File: src/hdl/rc4_pkg.sv
`default_nettype none
package rc4_pkg;
   localparam int BYTE_W = 8;
   localparam int PERM_DEPTH = 256;
   localparam int KEY_MAX_DEFAULT = 256;

   // request kinds carried on req_tuser
   localparam logic CMD_KEY = 1'b0;
   localparam logic CMD_DATA = 1'b1;

   typedef logic [BYTE_W-1:0] byte_type;

   typedef struct packed {
      logic en;
      byte_type addr;
      byte_type data;
   } perm_wr_type;
endpackage
`default_nettype wire

File: src/hdl/rc4_ram.sv
`default_nettype none
module rc4_ram #(
   parameter int WIDTH = 8,
   parameter int DEPTH = 256,
   parameter int ADDR_W = (DEPTH > 1) ? $clog2(DEPTH) : 1
) (
   input  wire logic              clock,
   input  wire logic              wr_en,
   input  wire logic [ADDR_W-1:0] wr_addr,
   input  wire logic [WIDTH-1:0]  wr_data,
   input  wire logic [ADDR_W-1:0] rd_addr,
   output logic      [WIDTH-1:0]  rd_data
);
   logic [WIDTH-1:0] mem [DEPTH];
   logic [WIDTH-1:0] rd_data_ff;

   always_ff @(posedge clock) begin
      if (wr_en) begin
         mem[wr_addr] <= wr_data;
      end
      rd_data_ff <= mem[rd_addr];
   end

   assign rd_data = rd_data_ff;
endmodule
`default_nettype wire

File: src/hdl/rc4_keystream_cipher_unit.sv
`default_nettype none
// RC4 keystream unit. Requests with req_tuser low are key bytes: they give no
// response, bytes beyond KEY_MAX are dropped, and the one with req_tlast high
// starts the key schedule. The schedule refills the state table with the
// identity and then runs its 256 swap steps (read S[n], read S[j], write S[n],
// write S[j]) before the next request is taken. Requests with req_tuser high
// are data bytes: each is held while the response register is still occupied,
// and its response is set by the accesses it makes to the state table one
// after another (read S[i] at acceptance, read S[j], write S[i], write S[j]),
// with S[t] read beside the first write and forwarded. After reset the state
// table is filled with the identity while req_tready stays low. One response
// register lets a new request be accepted while the previous response waits.
module rc4_keystream_cipher_unit #(
   parameter int KEY_MAX = rc4_pkg::KEY_MAX_DEFAULT
) (
   input  wire logic        clock,
   input  wire logic        reset,
   input  wire logic        req_tvalid,
   output logic             req_tready,
   input  wire logic [7:0]  req_tdata,   // [7:0] byte_in
   input  wire logic        req_tuser,   // [0] cmd
   input  wire logic        req_tlast,   // key_last
   output logic             rsp_tvalid,
   input  wire logic        rsp_tready,
   output logic [15:0]      rsp_tdata    // [7:0] keystream_byte, [15:8] cipher_byte
);
   import rc4_pkg::*;

   localparam int KIDX_W = (KEY_MAX > 1) ? $clog2(KEY_MAX) : 1;
   localparam int CNT_W = $clog2(KEY_MAX + 1);
   localparam logic [CNT_W-1:0] KEY_FULL = CNT_W'(KEY_MAX);
   localparam byte_type LAST_IDX = byte_type'(PERM_DEPTH - 1);

   localparam logic [3:0] ST_IDLE  = 4'd0;
   localparam logic [3:0] ST_FILL  = 4'd1;
   localparam logic [3:0] ST_KFILL = 4'd2;
   localparam logic [3:0] ST_K0    = 4'd3;
   localparam logic [3:0] ST_K1    = 4'd4;
   localparam logic [3:0] ST_K2    = 4'd5;
   localparam logic [3:0] ST_K3    = 4'd6;
   localparam logic [3:0] ST_D1    = 4'd7;
   localparam logic [3:0] ST_D2    = 4'd8;
   localparam logic [3:0] ST_D3    = 4'd9;
   localparam logic [3:0] ST_D4    = 4'd10;

   logic [3:0] state_ff, state_in;
   byte_type i_ff, i_in;
   byte_type j_ff, j_in;
   byte_type n_ff, n_in;
   byte_type a_ff, a_in;
   byte_type b_ff, b_in;
   byte_type t_ff, t_in;
   byte_type d_ff, d_in;
   byte_type ks_ff, ks_in;
   logic [KIDX_W-1:0] k_ff, k_in;
   logic [CNT_W-1:0] key_count_ff, key_count_in;
   logic [CNT_W-1:0] len_ff, len_in;
   logic rsp_valid_ff, rsp_valid_in;
   logic [15:0] rsp_data_ff, rsp_data_in;

   perm_wr_type perm_wr;
   byte_type perm_rd_addr;
   byte_type perm_rd_data;
   logic key_we;
   logic [KIDX_W-1:0] key_rd_addr;
   byte_type key_rd_data;

   logic req_fire;
   logic out_free;
   byte_type add_b;
   byte_type sum;
   byte_type ks_now;
   logic [CNT_W-1:0] k_next;
   logic [CNT_W-1:0] count_next;

   rc4_ram #(.WIDTH(BYTE_W), .DEPTH(PERM_DEPTH)) u_perm (
      .clock   (clock),
      .wr_en   (perm_wr.en),
      .wr_addr (perm_wr.addr),
      .wr_data (perm_wr.data),
      .rd_addr (perm_rd_addr),
      .rd_data (perm_rd_data)
   );

   rc4_ram #(.WIDTH(BYTE_W), .DEPTH(KEY_MAX), .ADDR_W(KIDX_W)) u_key (
      .clock   (clock),
      .wr_en   (key_we),
      .wr_addr (key_count_ff[KIDX_W-1:0]),
      .wr_data (req_tdata),
      .rd_addr (key_rd_addr),
      .rd_data (key_rd_data)
   );

   assign req_tready = (state_ff == ST_IDLE);
   assign req_fire = req_tvalid && req_tready;
   assign out_free = !rsp_valid_ff || rsp_tready;
   assign key_we = req_fire && (req_tuser == CMD_KEY) && (key_count_ff < KEY_FULL);
   assign key_rd_addr = k_ff;

   // shared index adder: j + S[x] (+ key byte during the schedule), or S[i] + S[j] for the output index
   assign add_b = (state_ff == ST_K1) ? key_rd_data : '0;
   assign sum = (state_ff == ST_D2) ? byte_type'(a_ff + perm_rd_data)
                                    : byte_type'(j_ff + perm_rd_data + add_b);

   // S[t] read beside the S[i] write, patched for the swap
   always_comb begin
      priority if (t_ff == j_ff) begin
         ks_now = a_ff;
      end else if (t_ff == i_ff) begin
         ks_now = b_ff;
      end else begin
         ks_now = perm_rd_data;
      end
   end

   assign k_next = CNT_W'(k_ff) + CNT_W'(1);
   assign count_next = key_count_ff + CNT_W'(1);

   always_comb begin
      state_in = state_ff;
      i_in = i_ff;
      j_in = j_ff;
      n_in = n_ff;
      a_in = a_ff;
      b_in = b_ff;
      t_in = t_ff;
      d_in = d_ff;
      ks_in = ks_ff;
      k_in = k_ff;
      key_count_in = key_count_ff;
      len_in = len_ff;
      rsp_valid_in = rsp_valid_ff && !rsp_tready;
      rsp_data_in = rsp_data_ff;
      perm_wr = '0;
      perm_rd_addr = i_ff;

      unique case (state_ff)
         ST_IDLE: begin
            perm_rd_addr = byte_type'(i_ff + 1'b1);
            if (req_fire) begin
               if (req_tuser == CMD_DATA) begin
                  i_in = byte_type'(i_ff + 1'b1);
                  d_in = req_tdata;
                  state_in = ST_D1;
               end else begin
                  if (key_count_ff < KEY_FULL) begin
                     key_count_in = count_next;
                  end
                  if (req_tlast) begin
                     len_in = (key_count_ff < KEY_FULL) ? count_next : key_count_ff;
                     key_count_in = '0;
                     j_in = '0;
                     k_in = '0;
                     n_in = '0;
                     state_in = ST_KFILL;
                  end
               end
            end
         end
         ST_FILL, ST_KFILL: begin
            perm_wr.en = 1'b1;
            perm_wr.addr = n_ff;
            perm_wr.data = n_ff;
            n_in = byte_type'(n_ff + 1'b1);
            if (n_ff == LAST_IDX) begin
               state_in = (state_ff == ST_FILL) ? ST_IDLE : ST_K0;
            end
         end
         ST_K0: begin
            perm_rd_addr = n_ff;
            state_in = ST_K1;
         end
         ST_K1: begin
            a_in = perm_rd_data;
            j_in = sum;
            perm_rd_addr = sum;
            state_in = ST_K2;
         end
         ST_K2: begin
            perm_wr.en = 1'b1;
            perm_wr.addr = n_ff;
            perm_wr.data = perm_rd_data;
            state_in = ST_K3;
         end
         ST_K3: begin
            perm_wr.en = 1'b1;
            perm_wr.addr = j_ff;
            perm_wr.data = a_ff;
            n_in = byte_type'(n_ff + 1'b1);
            k_in = (k_next >= len_ff) ? '0 : k_next[KIDX_W-1:0];
            if (n_ff == LAST_IDX) begin
               i_in = '0;
               j_in = '0;
               state_in = ST_IDLE;
            end else begin
               state_in = ST_K0;
            end
         end
         ST_D1: begin
            a_in = perm_rd_data;
            j_in = sum;
            perm_rd_addr = sum;
            state_in = ST_D2;
         end
         ST_D2: begin
            b_in = perm_rd_data;
            perm_wr.en = 1'b1;
            perm_wr.addr = i_ff;
            perm_wr.data = perm_rd_data;
            t_in = sum;
            perm_rd_addr = sum;
            state_in = ST_D3;
         end
         ST_D3: begin
            perm_wr.en = 1'b1;
            perm_wr.addr = j_ff;
            perm_wr.data = a_ff;
            ks_in = ks_now;
            if (out_free) begin
               rsp_valid_in = 1'b1;
               rsp_data_in = {ks_now ^ d_ff, ks_now};
               state_in = ST_IDLE;
            end else begin
               state_in = ST_D4;
            end
         end
         ST_D4: begin
            if (out_free) begin
               rsp_valid_in = 1'b1;
               rsp_data_in = {ks_ff ^ d_ff, ks_ff};
               state_in = ST_IDLE;
            end
         end
         default: begin
            state_in = ST_IDLE;
         end
      endcase
   end

   always_ff @(posedge clock) begin
      if (reset) begin
         state_ff <= ST_FILL;
         i_ff <= '0;
         j_ff <= '0;
         n_ff <= '0;
         k_ff <= '0;
         key_count_ff <= '0;
         len_ff <= CNT_W'(1);
         rsp_valid_ff <= 1'b0;
      end else begin
         state_ff <= state_in;
         i_ff <= i_in;
         j_ff <= j_in;
         n_ff <= n_in;
         k_ff <= k_in;
         key_count_ff <= key_count_in;
         len_ff <= len_in;
         rsp_valid_ff <= rsp_valid_in;
      end
   end

   always_ff @(posedge clock) begin
      a_ff <= a_in;
      b_ff <= b_in;
      t_ff <= t_in;
      d_ff <= d_in;
      ks_ff <= ks_in;
      rsp_data_ff <= rsp_data_in;
   end

   assign rsp_tvalid = rsp_valid_ff;
   assign rsp_tdata = rsp_data_ff;

`ifndef ASSERT_OFF
   a_data_starts: assert property (@(posedge clock) disable iff (reset)
      req_fire && (req_tuser == CMD_DATA) |=> state_ff == ST_D1)
      else $error("data request did not start the generator");

   a_key_last: assert property (@(posedge clock) disable iff (reset)
      req_fire && (req_tuser == CMD_KEY) && req_tlast
      |=> (state_ff == ST_KFILL) && (key_count_ff == '0) && (len_ff != '0))
      else $error("last key byte did not start the schedule");

   a_count_bound: assert property (@(posedge clock) disable iff (reset)
      key_count_ff <= KEY_FULL)
      else $error("key count beyond capacity");

   a_sched_end: assert property (@(posedge clock) disable iff (reset)
      (state_ff == ST_K3) && (n_ff == LAST_IDX)
      |=> (state_ff == ST_IDLE) && (i_ff == '0) && (j_ff == '0))
      else $error("stream indices not cleared after schedule");

   a_no_drop: assert property (@(posedge clock) disable iff (reset)
      rsp_valid_ff && !rsp_tready |=> rsp_valid_ff && $stable(rsp_data_ff))
      else $error("pending response lost");
`endif
endmodule
`default_nettype wire

File: config.mk
export PLATFORM = sky130hd
export DESIGN_NAME = rc4_keystream_cipher_unit
export DESIGN_NICKNAME = d
export VERILOG_FILES = /design/src/hdl/rc4_pkg.sv /design/src/hdl/rc4_ram.sv /design/src/hdl/rc4_keystream_cipher_unit.sv
export SDC_FILE = /design/constraint.sdc
export NUM_CORES = 2
export LEC_CHECK = 0
export ABC_CLOCK_PERIOD_IN_PS = 5300
export BUFFER_PORTS_ARGS = -buffer_cell sky130_fd_sc_hd__buf_4
export CAP_MARGIN = 0
export CORE_UTILIZATION = 45
export DETAILED_ROUTE_END_ITERATION = 8
export PLACE_DENSITY_LB_ADDON = 0.25
export SYNTH_ARGS = -nofsm -noshare
export SYNTH_HDL_FRONTEND = slang
export SYNTH_HIERARCHICAL = 1
export SYNTH_SLANG_ARGS = --single-unit
File: constraint.sdc
create_clock -name clock -period 5.3 [get_ports clock]
set_input_delay 0.53 -clock clock [delete_from_list [all_inputs] [get_ports clock]]
set_output_delay 0.53 -clock clock [all_outputs]
set_load 0.02 [all_outputs]
# Yosys cells after proc, flatten, opt, wreduce, memory -nomap -nowiden

Memories as Yosys holds them, arrays and structs flattened. A register that Yosys moved wholly into a read port is not among the register bits.
Index checks and enable logic that the tools add are counted.

Add/sub/neg operators: 7
Muxes and demuxes: 37
Bitwise gates (word level): 3
Reductions and logical operators: 27
Order comparisons: 2
Equality and inequality tests: 22

Operators with widths:

| operator            | count |
|---|---|
| $mux 8              | 11 |
| $pmux 17 s4         | 1 |
| $pmux 8 s2          | 3 |
| $pmux 8 s3          | 2 |
| $pmux 4 s10         | 1 |
| $mux 16             | 2 |
| $pmux 16 s2         | 1 |
| $add 8x8->8         | 3 |
| $mux 4              | 6 |
| $reduce_and 4->1    | 5 |
| $mux 9              | 2 |
| $add 8x1->8 const B | 2 |
| $eq 4x3->1 const B  | 4 |
| $eq 8x8->1          | 2 |
| $xor 8x8->8         | 2 |
| $eq 4x4->1 const B  | 3 |
| $ne 2x2->1 const B  | 5 |
| $add 8x1->9 const B | 1 |
| $add 9x1->9 const B | 1 |
| $ge 9x9->1          | 1 |
| $lt 9x9->1 const B  | 1 |
| $reduce_and 3->1    | 3 |
| $eq 4x2->1 const B  | 2 |
| $eq 8x8->1 const B  | 1 |
| other kinds (15)    | 33 |

Memories: 2
Bits in registers: 111
Output and inout port bits: 18
Logic and storage cells: 114
Bits in writable memories: 4096
Input port bits: 14

Memories:

| name       | depth | width | read ports | clocked after memory_dff | write ports | RTL line      | text |
|---|---|---|---|---|---|---|---|
| u_key.mem  | 256   | 8     | 1          | 1                        | 1           | rc4_ram.sv:14 | `logic [WIDTH-1:0] mem [DEPTH];` |
| u_perm.mem | 256   | 8     | 1          | 1                        | 1           | rc4_ram.sv:14 |  |

# Logic depth before layout (Yosys ltp)

Depth in word-level cells: 6
Mapped depth: 23
Mapped depth without buffers: 20

# Modules after synthesis

Netlist, hierarchy kept.

By module, submodules not included:

| module                    | cells an instance | instances | area an instance (um^2) |
|---|---|---|---|
| rc4_ram                   | 3733              | 2         | 79556.3 |
| rc4_keystream_cipher_unit | 677               | 1         | 6510.0 |

# Worst setup path after synthesis

Ideal clock, no wire load.

Path kind: reg-to-reg
From: register state_ff[3]
To: memory u_perm.mem[0][6] (data pin)
Cell stages (with the launch flop): 8
Required time: 4.530 ns
Buffers on the path: 3
Arrival: 4.326 ns
Path slack: 0.204 ns
Path through: dfxtp_1 -> buf_2 -> clkbuf_1 -> nand2_1 -> o21ai_1 -> buf_2 -> a222oi_1 -> inv_1

RTL lines:

| item                   | RTL line                         | text |
|---|---|---|
| start, declared        | rc4_keystream_cipher_unit.sv:46  | `logic [3:0] state_ff, state_in;` |
| start signal, assigned | rc4_keystream_cipher_unit.sv:251 | `state_ff <= state_in;` |
| end, declared          | rc4_ram.sv:14                    |  |

# Final worst setup path

From: register state_ff[0]
To: register u_perm.rd_data_ff[4] (netlist: u_perm/rd_data[4]) (read register of u_perm.mem)

Word-level cells in the longest chain between the ends: 5
Elaborated cells on any way between the ends: 10
Classes of those cells: add/sub (1); eq/ne (4); mux (3); reduce/logical (2)

RTL lines:

| item                | RTL line                         | text |
|---|---|---|
| $eq 4x3->1          | rc4_keystream_cipher_unit.sv:101 | `assign add_b = (state_ff == ST_K1) ? key_rd_data : '0;` |
| $mux 8              | rc4_keystream_cipher_unit.sv:101 |  |
| $add 8x8->8         | rc4_keystream_cipher_unit.sv:103 | `: byte_type'(j_ff + perm_rd_data + add_b);` |
| $mux 8 (*)          | rc4_keystream_cipher_unit.sv:102 | `assign sum = (state_ff == ST_D2) ? byte_type'(a_ff + perm_rd_data)` |
| net sum[2]          | rc4_keystream_cipher_unit.sv:71  | `byte_type sum;` |
| $pmux 8 s3 (*)      | rc4_keystream_cipher_unit.sv:137 | `unique case (state_ff)` |
| net perm_rd_addr[2] | rc4_keystream_cipher_unit.sv:62  | `byte_type perm_rd_addr;` |
| end, declared       | rc4_ram.sv:15                    | `logic [WIDTH-1:0] rd_data_ff;` |

Mark *: on every way through the listed nets, which the timed path passes. The rest lies on a longest branch.
A chain may end at the register's enable or synchronous reset.

==> impl_metrics.py <==
metrics = {
    "outcome": {
        "status": "complete, no violations",
    },
    "critical_path": {
        "timing.critical_path.required_ns": 6.13,
        "cp.arrival_ns": 5.93,
        "critPathCaptureType": "register",
        "crit_path_start_kind": "register",
        "worstSetupPathType": "reg -> reg",
        "path_max_fanout": 7,
    },
    "floorplanning": {
        "dieHeight_um": 608.7,
        "initial_core_util_pct": 45.24,
        "coreArea_um2": 366100,
        "io_pins": 32,
        "row_count": 222,
        "die-area_um2": 370500,
        "dieWidth_um": 608.7,
    },
    "yosys": {
        "synthesis.nets": 8192,
        "synth_cell_types": 84,
        "synth_seq_cells": 4223,
        "syn_avg_cell_area_um2": 20.34,
        "synth_area_um2": 165600,
        "synth_flop_cell": "edfxtp_1",
        "ys_warn_count": 6,
        "synthArstFlopShare_pct": 0,
        "synth_edf_count": 4152,
        "syn_inst": 8143,
        "synth-seq-area-share_pct": 76.14,
    },
    "cts": {
        "cts_tree": "yes",
        "numCtsBuffers": 417,
        "clkSinkCount": 4223,
        "clockBufferDepth": 4,
        "cts.clk_slew.worst_paths_ns": 0.06,
        "cts-htree-levels": 5,
        "clk_latency_ns": 0.98,
        "cts-root-buf": "clkbuf_16",
    },
    "power_and_ir_drop": {
        "clkPwrFrac_pct": 35.5,
        "p_int_mw": 59.37,
        "p_leak_nw": 56.72,
        "seqPwrFrac_pct": 47.0,
        "ir_drop_v": 0.0003852,
        "swShare_pct": 26.33,
        "power_switching_mw": 21.22,
        "power_density_nw_per_um2": 430.0,
        "power.share.combinational_pct": 17.4,
    },
    "finish": {
        "final_util_pct": 51.19,
        "multi_input_area_um2": 36530,
        "layout_common_cells": "edfxtp_1, mux4_2, nor2_1",
        "final_common_cell": "edfxtp_1",
        "ff_latch_area_um2": 126100,
        "areaGrowthSynthToFinish_pct": 13.16,
        "nNetsFinal": 8720,
        "final_cell_count_no_fill": 13830,
        "drive_above_1_share_pct": 24.18,
        "nFillCells": 28770,
    },
    "timing": {
        "setup_viol": 0,
        "tns_ns": 0,
        "slew_headroom_pct": 8.184,
        "fin_crit_ns": 5.104,
        "holdWs_ns": 0.06602,
        "rsz0062_at_grt": "no",
        "finalHoldViolCount": 0,
        "fin_worst_skew_ns": 0.05014,
        "fmax_mhz": 195.9,
        "fin_ws_ns": 0.1957,
        "drv_slew": 0,
        "worst_pin_slew_ns": 1.365,
        "period_share_pct": 96.31,
    },
    "detailed_routing": {
        "vias": 84580,
        "drc": 0,
        "first_iter_violations": 10530,
        "ant_nets": 0,
        "wl_per_cell_um": 30.86,
        "drt-total-wl_um": 426700,
        "via_per_inst": 6.116,
        "firstDrtPassIters": 9,
    },
    "grt": {
        "grt_first_pass_wirelength_um": 612000,
        "grt_pass1_vias": 84220,
        "antenna_found_initial": 15,
        "grt_start_max_net_pins": 167,
        "grt_use_total_pct": 22.73,
        "overflow": 0,
    },
    "flow_run": {
        "cap_violations": 0,
    },
    "placed_design": {
        "dp_hpwl_um": 269100,
        "placedCellCount": 13060,
        "io_buffers": 31,
        "place_congestion": 0.8976,
        "pre_cts_ws_ns": -0.3535,
    },
    "worst_hold_path": {
        "worstHoldPathType": "in -> reg",
    },
}
[metal layers]
layer	share of wire, %	global-route usage, %	vias to the layer above
met4	4.2	8.537	2
met2	48	36.25	3836
met5	0.0030	0	-
li1	-	-	34960
met1	40	31.83	45000
met3	7.7	3.472	788
[final cells by class]
cell class | count | share of cell area, %
timing repair buffer | 606 | 2.835
clock buffer | 527 | 5.872
antenna | 4 | 0.005341
clock inverter | 231 | 1.160
tap | 4816 | 3.215
sequential | 4223 | 67.29
multi-input combinational | 3373 | 19.49
inverter | 50 | 0.1322
[cells in the mapped netlist (27+ instances only)]
cell,number,area share [%]
nor3_1,54,0.16
dfxtp_1,71,0.86
nand3_1,85,0.26
nor4_1,53,0.20
a21oi_1,235,0.71
mux4_2,908,12
o21ai_0,46,0.14
a211oi_1,40,0.18
nand2_1,102,0.23
clkbuf_1,240,0.54
xor2_1,28,0.15
xnor2_1,28,0.15
nor2b_1,71,0.27
inv_1,46,0.10
buf_4,56,0.25
a22oi_1,278,1.3
buf_6,43,0.29
o221ai_1,93,0.49
nor2_1,644,1.5
o211ai_1,27,0.12
mux2i_1,281,1.7
buf_1,48,0.11
a221oi_1,30,0.16
o22ai_1,57,0.22
edfxtp_1,4152,75
buf_2,68,0.21
[sequential cells by signal (all words and copies together), names as in the netlist, 9 cells and up]
signal	cells
key_count_ff	9
len_ff	9
rsp_tdata	16
u_key/mem	2048
u_perm/mem	2048
[final timing paths]
| check | endpoint | cells past startpoint | slack (ns) | from |
|---|---|---|---|---|
| setup reg to reg | u_perm/rd_data[4]$_DFF_P_ | 19 | 0.20 | state_ff[0]$_SDFFE_PP1P_ |
| hold / removal | key_count_ff[4]$_SDFFE_PP0P_ | 4 | 0.07 | req_tuser |
| setup / recovery | u_perm/rd_data[4]$_DFF_P_ | 19 | 0.20 | state_ff[0]$_SDFFE_PP1P_ |
| hold reg to reg | len_ff[2]$_SDFFE_PP0P_ | 2 | 0.50 | len_ff[2]$_SDFFE_PP0P_ |
[power by group through the flow]
stage | sequential, mW | combinational (mW) | clock (mW)
CTS | 37.9 | 14.1 | 29.1
detailed placement | 38.6 | 14.0 | 0
global route | 37.9 | 14.7 | 30.3
finish | 37.9 | 14.0 | 28.6
floorplan | 38.7 | 8.87 | 0
global placement | 38.6 | 14.0 | 0
[cell families (layout without fill, tap and decap cells)]
kind of cell	after synthesis	after routing	share of synthesized area, %
XOR/XNOR	56	56	0.2961
buffers and inverters	547	1414	1.947
AO/OA/AOI/OAI	931	931	3.949
adder cells (fa/ha/maj)	36	36	0.3112
multiplexers	1203	1203	14.18
other	0	4	0
AND/OR/NAND/NOR	1147	1147	3.183
flip-flops	4223	4223	76.14
[critical path, cell delays in order (launching register included)]
cell      delay (ns)
dfxtp_1         0.31
nand2b_1        0.18
nor3_2          0.15
and2_1          0.19
fa_1            0.43
ha_1            0.24
fa_1            0.44
nand2_1         0.07
o21ai_0         0.14
a222oi_1        0.48
o21ai_4         0.22
buf_12          0.20
buf_4           0.15
mux4_2          0.29
a211oi_1        0.50
nor3_1          0.13
buf_4           0.16
nor4_2          0.39
buf_4           0.23
nor4_1          0.06
[stage by stage]
| stage | power, mW | instance area (um2) |
|---|---|---|
| after floorplan | 47.59 | 165600 |
| after global placement | 52.60 | 174000 |
| after detailed placement | 52.65 | 174000 |
| after CTS | 81.13 | 187300 |
| after global routing | 82.89 | 187400 |
| final | 80.59 | 187400 |
[timing repair]
item                                   CTS  global route
hold buffers                             4             0
buffers inserted                         4             4
pin swaps                                0             5
endpoints found under the hold margin   11             0
setup endpoints to repair                7             8
gates resized for setup                  8            14
(Power assumes the default switching activity.)
